===== src/sv/rst_pkg.sv =====
package rst_pkg;

	localparam int QUEUE_DEPTH_DEF = 64;
	localparam int RESULT_CAP      = 64;
	localparam int RES_W           = 7;
	localparam int ADDR_W          = 3;
	localparam logic [15:0] WINDOW_RESET = 16'd50;

	localparam logic [2:0] OP_SEND    = 3'd0;
	localparam logic [2:0] OP_ACK     = 3'd1;
	localparam logic [2:0] OP_REPLAY  = 3'd2;
	localparam logic [2:0] OP_DATA    = 3'd3;
	localparam logic [2:0] OP_FRAG    = 3'd4;
	localparam logic [2:0] OP_OPEN    = 3'd5;
	localparam logic [2:0] OP_CLOSE   = 3'd6;

	localparam logic [3:0] KIND_ASSIGNED   = 4'd0;
	localparam logic [3:0] KIND_ACK        = 4'd1;
	localparam logic [3:0] KIND_OOO        = 4'd2;
	localparam logic [3:0] KIND_DELIVER    = 4'd3;
	localparam logic [3:0] KIND_FRAG_DONE  = 4'd4;
	localparam logic [3:0] KIND_CALLBACK   = 4'd5;
	localparam logic [3:0] KIND_RESEND     = 4'd6;
	localparam logic [3:0] KIND_DISCONNECT = 4'd7;
	localparam logic [3:0] KIND_QUEUE_FULL = 4'd8;

	// request from the sequencer to the result stage
	typedef struct packed {
		logic        emit;
		logic        finish;
		logic [3:0]  kind;
		logic [15:0] seq;
		logic [15:0] len;
	} rst_emit_t;

	function automatic rst_emit_t make_emit(input logic [3:0] kind, input logic [15:0] seq,
			input logic [15:0] len);
		rst_emit_t r;
		r        = '0;
		r.emit   = 1'b1;
		r.kind   = kind;
		r.seq    = seq;
		r.len    = len;
		return r;
	endfunction

endpackage


===== src/sv/rst_result_stage.sv =====
module rst_result_stage (
	input  logic              clk,
	input  logic              arst_n,
	input  rst_pkg::rst_emit_t req,
	output logic              hold,
	output logic              m_tvalid,
	input  logic              m_tready,
	output logic [31:0]       m_tdata,  // result_sequence[15:0], reassembled_length[31:16]
	output logic [3:0]        m_tuser,  // kind[3:0]
	output logic              m_tlast
);

	logic        pend_valid_q;
	logic [3:0]  pend_kind_q;
	logic [15:0] pend_seq_q;
	logic [15:0] pend_len_q;
	logic        out_valid_q;
	logic [3:0]  out_kind_q;
	logic [15:0] out_seq_q;
	logic [15:0] out_len_q;
	logic        out_last_q;
	logic        move;

	// the held result goes out once we know whether another one follows
	assign move = (req.emit || req.finish) && pend_valid_q;
	assign hold = pend_valid_q && out_valid_q && !m_tready;

	always_ff @(posedge clk or negedge arst_n) begin
		if (!arst_n) begin
			pend_valid_q <= 1'b0;
			out_valid_q  <= 1'b0;
		end else begin
			if (m_tready) begin
				out_valid_q <= 1'b0;
			end
			if (move) begin
				out_valid_q <= 1'b1;
			end
			if (req.emit) begin
				pend_valid_q <= 1'b1;
			end else if (req.finish) begin
				pend_valid_q <= 1'b0;
			end
		end
	end

	always_ff @(posedge clk) begin
		if (move) begin
			out_kind_q <= pend_kind_q;
			out_seq_q  <= pend_seq_q;
			out_len_q  <= pend_len_q;
			out_last_q <= req.finish;
		end
		if (req.emit) begin
			pend_kind_q <= req.kind;
			pend_seq_q  <= req.seq;
			pend_len_q  <= req.len;
		end
	end

	assign m_tvalid = out_valid_q;
	assign m_tdata  = {out_len_q, out_seq_q};
	assign m_tuser  = out_kind_q;
	assign m_tlast  = out_last_q;

	a_move_has_room: assert property (@(posedge clk) disable iff (!arst_n)
		move |-> (!out_valid_q || m_tready))
		else $error("held result moved into a full output register");

	a_emit_finish_excl: assert property (@(posedge clk) disable iff (!arst_n)
		!(req.emit && req.finish))
		else $error("emit and finish requested together");

	a_finish_drains: assert property (@(posedge clk) disable iff (!arst_n)
		req.finish |=> !pend_valid_q)
		else $error("held result remains after finish");

endmodule


===== src/sv/reliable_sequence_tracker_unit.sv =====
// Sequence engine of a reliable datagram session. Each input transaction carries one
// operation and is handled alone: s_tready is high only while no operation is in work.
// Send, open, close, unused operations and mismatched data or fragments go from
// S_EXEC to S_FLUSH and back to S_IDLE; a matched data or fragment item passes
// S_DELIVER on the way. Ack and out-of-order replay walk the pending queue through its
// single registered read port at one entry per cycle unless the output stalls, in
// S_ACK or S_RPL (up to the queue depth, at most 64 results). Results leave through an
// output register, each one held back until the next is known so that m_tlast marks the
// final result of the operation. The pending queue needs no clearing after reset.
module reliable_sequence_tracker_unit #(
	parameter int QUEUE_DEPTH = rst_pkg::QUEUE_DEPTH_DEF
) (
	input  logic                     clk,
	input  logic                     arst_n,
	input  logic                     s_tvalid,
	output logic                     s_tready,
	// sequence_req[15:0], has_callback[16], fragment_total[32:17], payload_length[48:33]
	input  logic [55:0]              s_tdata,
	input  logic [2:0]               s_tuser,  // operation[2:0]
	output logic                     m_tvalid,
	input  logic                     m_tready,
	output logic [31:0]              m_tdata,  // result_sequence[15:0], reassembled_length[31:16]
	output logic [3:0]               m_tuser,  // kind[3:0]
	output logic                     m_tlast,
	input  logic                     psel,
	input  logic                     penable,
	input  logic                     pwrite,
	input  logic [rst_pkg::ADDR_W-1:0] paddr,
	input  logic [31:0]              pwdata,
	output logic [31:0]              prdata,
	output logic                     pready
);

	localparam int PTR_W = $clog2(QUEUE_DEPTH);
	localparam int CNT_W = $clog2(QUEUE_DEPTH + 1);
	localparam logic [CNT_W-1:0] DEPTH_C = CNT_W'(QUEUE_DEPTH);
	localparam logic [rst_pkg::RES_W-1:0] CAP_C = rst_pkg::RES_W'(rst_pkg::RESULT_CAP);

	typedef enum logic [6:0] {
		S_IDLE    = 7'b0000001,
		S_EXEC    = 7'b0000010,
		S_DELIVER = 7'b0000100,
		S_ACK     = 7'b0001000,
		S_RPL     = 7'b0010000,
		S_FLUSH   = 7'b0100000,
		S_SPARE   = 7'b1000000
	} state_t;

	function automatic logic [PTR_W-1:0] wrap_add(input logic [PTR_W-1:0] a,
			input logic [CNT_W-1:0] b);
		logic [CNT_W:0] sum;
		sum = (CNT_W+1)'(a) + (CNT_W+1)'(b);
		if (sum >= (CNT_W+1)'(QUEUE_DEPTH)) begin
			sum = sum - (CNT_W+1)'(QUEUE_DEPTH);
		end
		return sum[PTR_W-1:0];
	endfunction

	state_t                    state_q, state_d;
	logic [2:0]                op_q;
	logic [15:0]               seq_q;
	logic                      cb_q;
	logic [15:0]               ftot_q;
	logic [15:0]               plen_q;
	logic [15:0]               window_q;
	logic [15:0]               nsend_q, nsend_d;
	logic [15:0]               nexp_q, nexp_d;
	logic                      conn_q, conn_d;
	logic [15:0]               frag_total_q, frag_total_d;
	logic [16:0]               frag_acc_q, frag_acc_d;
	logic [PTR_W-1:0]          head_q, head_d;
	logic [CNT_W-1:0]          count_q, count_d;
	logic [PTR_W-1:0]          idx_q, idx_d;
	logic [rst_pkg::RES_W-1:0] n_q, n_d;

	logic [16:0]               mem_q [QUEUE_DEPTH];
	logic [16:0]               rd_data_q;
	logic [PTR_W-1:0]          rd_addr, rd_addr_go, cur_addr, wr_addr;
	logic                      mem_we;

	rst_pkg::rst_emit_t        req, req_gated;
	logic                      hold, stall, accept, far_ahead, continuing, frag_done;
	logic [15:0]               entry_seq, frag_tot;
	logic                      entry_cb;
	logic [17:0]               acc_sum;
	logic [16:0]               acc_sat;

	assign accept    = s_tvalid && s_tready;
	assign s_tready  = (state_q == S_IDLE);
	assign entry_seq = rd_data_q[15:0];
	assign entry_cb  = rd_data_q[16];
	assign wr_addr   = wrap_add(head_q, count_q);
	assign cur_addr  = (state_q == S_RPL) ? wrap_add(head_q, CNT_W'(idx_q)) : head_q;

	// bound is taken in 17 bits and does not wrap
	assign far_ahead = ({1'b0, seq_q} > ({1'b0, nexp_q} + {1'b0, window_q}))
		&& (nexp_q > window_q);

	assign continuing = (frag_total_q != 16'd0);
	assign frag_tot   = continuing ? frag_total_q : ftot_q;
	assign acc_sum    = {1'b0, frag_acc_q} + 18'(plen_q);
	assign acc_sat    = acc_sum[17] ? 17'h1FFFF : acc_sum[16:0];
	assign frag_done  = continuing && (acc_sat == {1'b0, frag_total_q});

	always_comb begin
		state_d      = state_q;
		nsend_d      = nsend_q;
		nexp_d       = nexp_q;
		conn_d       = conn_q;
		frag_total_d = frag_total_q;
		frag_acc_d   = frag_acc_q;
		head_d       = head_q;
		count_d      = count_q;
		idx_d        = idx_q;
		n_d          = n_q;
		req          = '0;
		mem_we       = 1'b0;
		rd_addr_go   = cur_addr;
		case (state_q)
			S_IDLE: begin
				if (s_tvalid) begin
					state_d = S_EXEC;
					n_d     = '0;
					idx_d   = '0;
				end
			end
			S_EXEC: begin
				state_d = S_FLUSH;
				case (op_q)
					rst_pkg::OP_SEND: begin
						if (count_q == DEPTH_C) begin
							req = rst_pkg::make_emit(rst_pkg::KIND_QUEUE_FULL, nsend_q, 16'd0);
						end else begin
							mem_we  = 1'b1;
							count_d = count_q + CNT_W'(1);
							nsend_d = nsend_q + 16'd1;
							req = rst_pkg::make_emit(rst_pkg::KIND_ASSIGNED, nsend_q, 16'd0);
						end
					end
					rst_pkg::OP_ACK: begin
						if (count_q != '0) begin
							state_d = S_ACK;
						end
					end
					rst_pkg::OP_REPLAY: begin
						if (count_q != '0) begin
							state_d = S_RPL;
						end
					end
					rst_pkg::OP_DATA, rst_pkg::OP_FRAG: begin
						if (seq_q == nexp_q) begin
							req     = rst_pkg::make_emit(rst_pkg::KIND_ACK, seq_q, 16'd0);
							nexp_d  = seq_q + 16'd1;
							state_d = S_DELIVER;
						end else if (far_ahead) begin
							if (conn_q) begin
								conn_d = 1'b0;
								req = rst_pkg::make_emit(rst_pkg::KIND_DISCONNECT, seq_q, 16'd0);
							end
						end else begin
							req = rst_pkg::make_emit(rst_pkg::KIND_OOO, nexp_q - 16'd1, 16'd0);
						end
					end
					rst_pkg::OP_OPEN: begin
						conn_d = 1'b1;
					end
					rst_pkg::OP_CLOSE: begin
						if (conn_q) begin
							conn_d = 1'b0;
							req = rst_pkg::make_emit(rst_pkg::KIND_DISCONNECT, 16'd0, 16'd0);
						end
					end
					default: begin
					end
				endcase
			end
			S_DELIVER: begin
				state_d = S_FLUSH;
				if (op_q == rst_pkg::OP_DATA) begin
					req = rst_pkg::make_emit(rst_pkg::KIND_DELIVER, seq_q, 16'd0);
				end else if (frag_done) begin
					req = rst_pkg::make_emit(rst_pkg::KIND_FRAG_DONE, seq_q, frag_total_q);
					frag_total_d = 16'd0;
					frag_acc_d   = '0;
				end else begin
					frag_total_d = frag_tot;
					frag_acc_d   = acc_sat;
				end
			end
			S_ACK: begin
				if (entry_seq <= seq_q) begin
					if (entry_cb && (n_q >= CAP_C)) begin
						// result cap reached: this entry and the rest stay queued
						state_d = S_FLUSH;
					end else begin
						if (entry_cb) begin
							req = rst_pkg::make_emit(rst_pkg::KIND_CALLBACK, entry_seq, 16'd0);
							n_d = n_q + rst_pkg::RES_W'(1);
						end
						head_d     = wrap_add(head_q, CNT_W'(1));
						count_d    = count_q - CNT_W'(1);
						rd_addr_go = head_d;
						if (count_q == CNT_W'(1)) begin
							state_d = S_FLUSH;
						end
					end
				end else begin
					state_d = S_FLUSH;
				end
			end
			S_RPL: begin
				req = rst_pkg::make_emit(rst_pkg::KIND_RESEND, entry_seq, 16'd0);
				n_d = n_q + rst_pkg::RES_W'(1);
				if ((entry_seq == seq_q) || (CNT_W'(idx_q) + CNT_W'(1) == count_q)
						|| (n_q == CAP_C - rst_pkg::RES_W'(1))) begin
					state_d = S_FLUSH;
				end else begin
					idx_d      = idx_q + PTR_W'(1);
					rd_addr_go = wrap_add(head_q, CNT_W'(idx_d));
				end
			end
			S_FLUSH: begin
				req.finish = 1'b1;
				state_d    = S_IDLE;
			end
			default: begin
				state_d = S_IDLE;
			end
		endcase
	end

	// a result cannot advance while the output register is still full
	assign stall     = (req.emit || req.finish) && hold;
	assign req_gated = stall ? '0 : req;
	assign rd_addr   = stall ? cur_addr : rd_addr_go;

	always_ff @(posedge clk or negedge arst_n) begin
		if (!arst_n) begin
			state_q      <= S_IDLE;
			nsend_q      <= 16'd0;
			nexp_q       <= 16'd0;
			conn_q       <= 1'b0;
			frag_total_q <= 16'd0;
			frag_acc_q   <= '0;
			head_q       <= '0;
			count_q      <= '0;
			idx_q        <= '0;
			n_q          <= '0;
			window_q     <= rst_pkg::WINDOW_RESET;
		end else begin
			if (!stall) begin
				state_q      <= state_d;
				nsend_q      <= nsend_d;
				nexp_q       <= nexp_d;
				conn_q       <= conn_d;
				frag_total_q <= frag_total_d;
				frag_acc_q   <= frag_acc_d;
				head_q       <= head_d;
				count_q      <= count_d;
				idx_q        <= idx_d;
				n_q          <= n_d;
			end
			if (psel && penable && pwrite && pready && (paddr[rst_pkg::ADDR_W-1:2] == '0)) begin
				window_q <= pwdata[15:0];
			end
		end
	end

	always_ff @(posedge clk) begin
		if (accept) begin
			op_q   <= s_tuser;
			seq_q  <= s_tdata[15:0];
			cb_q   <= s_tdata[16];
			ftot_q <= s_tdata[32:17];
			plen_q <= s_tdata[48:33];
		end
	end

	// pending queue: one write port, one registered read port
	always_ff @(posedge clk) begin
		if (mem_we && !stall) begin
			mem_q[wr_addr] <= {cb_q, nsend_q};
		end
		rd_data_q <= mem_q[rd_addr];
	end

	assign pready = 1'b1;
	assign prdata = (paddr[rst_pkg::ADDR_W-1:2] == '0) ? {16'd0, window_q} : 32'd0;

	rst_result_stage u_result (
		.clk      (clk),
		.arst_n   (arst_n),
		.req      (req_gated),
		.hold     (hold),
		.m_tvalid (m_tvalid),
		.m_tready (m_tready),
		.m_tdata  (m_tdata),
		.m_tuser  (m_tuser),
		.m_tlast  (m_tlast)
	);

	a_count_bound: assert property (@(posedge clk) disable iff (!arst_n)
		count_q <= DEPTH_C)
		else $error("queue count beyond depth");

	a_accept_exec: assert property (@(posedge clk) disable iff (!arst_n)
		accept |=> (state_q == S_EXEC))
		else $error("accepted transaction not taken into work");

	a_walk_nonempty: assert property (@(posedge clk) disable iff (!arst_n)
		((state_q == S_ACK) || (state_q == S_RPL)) |-> (count_q != '0))
		else $error("queue walk on an empty queue");

endmodule


===== config.mk =====
export PLATFORM = sky130hd
export DESIGN_NAME = reliable_sequence_tracker_unit
export DESIGN_NICKNAME = d
export VERILOG_FILES = /design/src/sv/rst_pkg.sv /design/src/sv/rst_result_stage.sv /design/src/sv/reliable_sequence_tracker_unit.sv
export SDC_FILE = /design/constraint.sdc
export NUM_CORES = 2
export LEC_CHECK = 0
export BUFFER_PORTS_ARGS = -buffer_cell sky130_fd_sc_hd__buf_4
export CAP_MARGIN = 20
export CORE_AREA = 2 2 350 352
export CTS_CLUSTER_DIAMETER = 30
export DETAILED_ROUTE_END_ITERATION = 10
export DIE_AREA = 0 0 352 354
export PLACE_DENSITY = 0.73
export SYNTH_ARGS = -nofsm -noshare
export SYNTH_HDL_FRONTEND = slang
export SYNTH_SLANG_ARGS = --single-unit

===== constraint.sdc =====
create_clock -name clk -period 7.7 [get_ports clk]
set_clock_uncertainty 0.15 [all_clocks]
set_input_delay 1.54 -clock clk [delete_from_list [all_inputs] [get_ports clk]]
set_output_delay 1.54 -clock clk [all_outputs]
set_load 0.03 [all_outputs]

==> results.json <==
{
  "outcome": "completed",
  "power.internal_uw": 17600,
  "total_power_uw": 25600,
  "finalHoldViolCount": 0,
  "sw_frac_of_total_pct": 31.4,
  "critPathCaptureType": "flop",
  "fin_crit_sh_pct": 97.5,
  "power_density_nw_per_um2": 337,
  "synth_area_sq_um": 60000,
  "worstPathRequired_ns": 8.34,
  "fin_util_pct": 62.7,
  "cp_max_fo": 5,
  "h-tree-depth": 4,
  "cp.arrival_ns": 8.15,
  "grt_max_degree": 70,
  "period_minus_slack_ns": 7.51,
  "drc": 0,
  "synth-simple-area-share_pct": 10.2,
  "register_area_sq_um": 39700,
  "grtUsageTotal_pct": 28.2,
  "synthFlopType": "edfxtp_1",
  "p_leak_uw": 0.0276,
  "synth_cell_types": 93,
  "synth_top_cell_area_share_pct": 60.7,
  "grt_overflow": 0,
  "grt_pass1_vias": 43400,
  "grt_pass1_wl_um": 267000,
  "synthAdderAreaFrac_pct": 2.36,
  "cts-root-buf": "clkbuf_16",
  "layout-drive-gt1-share_pct": 22.8,
  "maxSlewViolCount": 0,
  "largest_reg_flops": 1088,
  "port_buffers": 130,
  "ir_drop_uv": 377,
  "yosysSeqAreaShare_pct": 66.1,
  "die_y_um": 354,
  "cts_tree": "done",
  "dp_hpwl_um": 108000,
  "p_sw_uw": 8040,
  "vias_per_cell": 6.27,
  "cts.sinks": 1346,
  "initial_utilization_pct": 49.7,
  "num_io_pins": 173,
  "rr_worst_depth": 36,
  "seq_power_share_pct": 33.3,
  "synth_edf_count": 1213,
  "synth_top_cell_by_area": "edfxtp_1",
  "r2r-start": "window_q[1]$_DFFE_PN1P_",
  "area_delta_synth_final_pct": 26.3,
  "critPathLaunchType": "flop",
  "clk_latency_ns": 0.85,
  "drtIter0Drc": 5845,
  "final_net_count": 5407,
  "fmax_mhz": 133,
  "fill_cells": 8525,
  "synth_compound_area_share_pct": 14.4,
  "holdPathStages": 0,
  "wl_um": 180000,
  "max-slew-margin-rel_pct": 35.0,
  "synth_top_family_by_area": "compound AO/OA/AOI/OAI gates",
  "clockPowerShare_pct": 42.9,
  "largest_register": "mem_q",
  "syn_avg_cell_area_sq_um": 12.9,
  "worst_pin_slew_ns": 0.971,
  "cpMostUsedCell": "a21oi_2",
  "die_area_sq_um": 125000,
  "r2r-end": "rd_data_q[14]$_DFF_P_",
  "maxCapViolations": 0,
  "synthTopCellsByArea": "edfxtp_1, dfrtp_1, o21ai_0",
  "reg.largest.list": "mem_q (1088), frag_acc_q (17), rd_data_q (17)",
  "multiInputGateArea_sq_um": 19000,
  "hold_class": "reg2reg",
  "cts.path.max_buffers": 3,
  "gp_congestion": 0.915,
  "crit_slowest_cell": "a311o_2",
  "muxShareOfSynthArea_pct": 1.89,
  "ff2ff_setup_slack_ns": 0.19,
  "wl_per_cell_um": 25.6,
  "async_flop_share_pct": 8.62,
  "die_w_um": 352,
  "coreArea_sq_um": 121000,
  "rows": 128,
  "path_clk_slew_ns": 0.05,
  "crit_start": "window_q[1]$_DFFE_PN1P_",
  "critical-path-max-stage-delay_ns": 0.58,
  "synthCells": 4646,
  "antenna_found_initial": 0,
  "numCtsBuffers": 239,
  "synth_seq_cells": 1346,
  "setup_viol": 0,
  "synth-xor-area-share_pct": 1.93,
  "yosys_warnings": 0,
  "antenna_left": 0,
  "drtPass1Iterations": 6,
  "worstSetupPathType": "reg2reg",
  "power_frac_comb_pct": 23.8,
  "routed-via-count": 44200,
  "endpoint": "rd_data_q[14]$_DFF_P_"
}
==> how the worst min path moves through the flow <==
stage,from,endpoint,slack [ns]
4_1_cts,u_result.pend_len_q[14]$_SDFFCE_PP0P_,u_result.out_len_q[14]$_DFFE_PP_,0.27
5_1_grt,u_result.pend_len_q[14]$_SDFFCE_PP0P_,u_result.out_len_q[14]$_DFFE_PP_,0.27
6_report,u_result.pend_seq_q[1]$_SDFFCE_PP0P_,u_result.out_seq_q[1]$_DFFE_PP_,0.26
3_3_place_gp,u_result.pend_len_q[4]$_SDFFCE_PP0P_,u_result.out_len_q[4]$_DFFE_PP_,0.25
2_1_floorplan,u_result.pend_kind_q[0]$_SDFFCE_PP0P_,u_result.m_tuser[0]$_DFFE_PP_,0.25
3_5_place_dp,u_result.pend_len_q[11]$_SDFFCE_PP0P_,u_result.out_len_q[11]$_DFFE_PP_,0.25
==> layer usage <==
layer,GRT usage [%],part of all wire (%),up-vias,wire (um)
met1,36.9,38,21800,68200
met2,45.0,47,2753,84800
met3,5.80,10,423,18700
met4,14.1,4.6,0,8310
met5,0,0,-,0
li1,-,-,19100,-
==> logic make-up after synthesis <==
group / Yosys count
flip-flops: 1346
adder cells (fa/ha/maj): 110
XOR/XNOR: 129
AO/OA/AOI/OAI: 1312
buffers and inverters: 419
AND/OR/NAND/NOR: 1231
other: 2
multiplexers: 97
==> critical path: cells and delay by family (launching register included) <==
family | cells | cell delay, ns
DFF | 1 | 0.53
and+or+nand+nor | 8 | 1.70
buffers and inverters | 7 | 0.88
xor gates and xnor gates | 1 | 0.17
AOI/OAI and AO/OA | 18 | 3.43
adders and majority gates | 2 | 0.56
==> repair_timing <==
| item | CTS | global route |
|---|---|---|
| pin swaps | 10 | 34 |
| cloned | 1 | 1 |
| setup endpoints to repair | 204 | 1109 |
| resized for setup | 15 | 46 |
| buffers inserted | 10 | 21 |
| hold buffers | 0 | 0 |
==> Yosys cell counts, types with 77 or more instances <==
cell type and instances:
nand2_1 348, nand3_1 335, a211o_1 135, clkbuf_1 212
edfxtp_1 1213, a21o_1 105, ha_1 105, o21ai_0 365
nor2_1 192, nor3_1 91, a21oi_1 268, xnor2_1 77
dfrtp_1 112
==> placed cells by master (no fill, tap or decap), types with 105 or more instances in the layout <==
| master | n |
|---|---|
| edfxtp_1 | 1213 |
| buf_4 | 506 |
| o21ai_0 | 363 |
| nand2_1 | 345 |
| nand3_1 | 335 |
| a21oi_1 | 259 |
| clkbuf_16 | 241 |
| nor2_1 | 167 |
| a211o_1 | 135 |
| buf_12 | 119 |
| a21o_1 | 105 |
==> per-stage QoR <==
step	setup slack, ns	hold slack [ns]	setup TNS [ns]	area (sq um)	std cells
floorplan	0.843	0.250	0	60100	4661
global placement	-0.308	0.251	-2.41	66700	6545
detailed placement	-0.297	0.255	-3.53	66700	6545
CTS	0.0315	0.266	0	75400	7014
global route	-0.0792	0.269	-0.847	75800	7038
finish	0.191	0.257	0	75800	7039
==> layout make-up <==
| type | instances | area share (%) |
|---|---|---|
| Tap cell | 1625 | 2.68 |
| Timing Repair Buffer | 636 | 8.32 |
| Multi-Input combinational cell | 2897 | 25.0 |
| Inverter | 76 | 0.376 |
| Clock inverter | 191 | 3.16 |
| Clock buffer | 267 | 8.10 |
| Antenna cell | 1 | 0.00330 |
| Sequential cell | 1346 | 52.3 |
==> power by group through the flow <==
stage	logic (uW)	registers, uW	clock network, uW
after CTS	5820	8520	11100
after floorplan	3250	8650	0
after global routing	6410	8540	11400
final	6080	8530	11000
after global placement	5590	8650	0
after detailed placement	5700	8650	0
No activity file was read; power rests on OpenSTA's default activity.
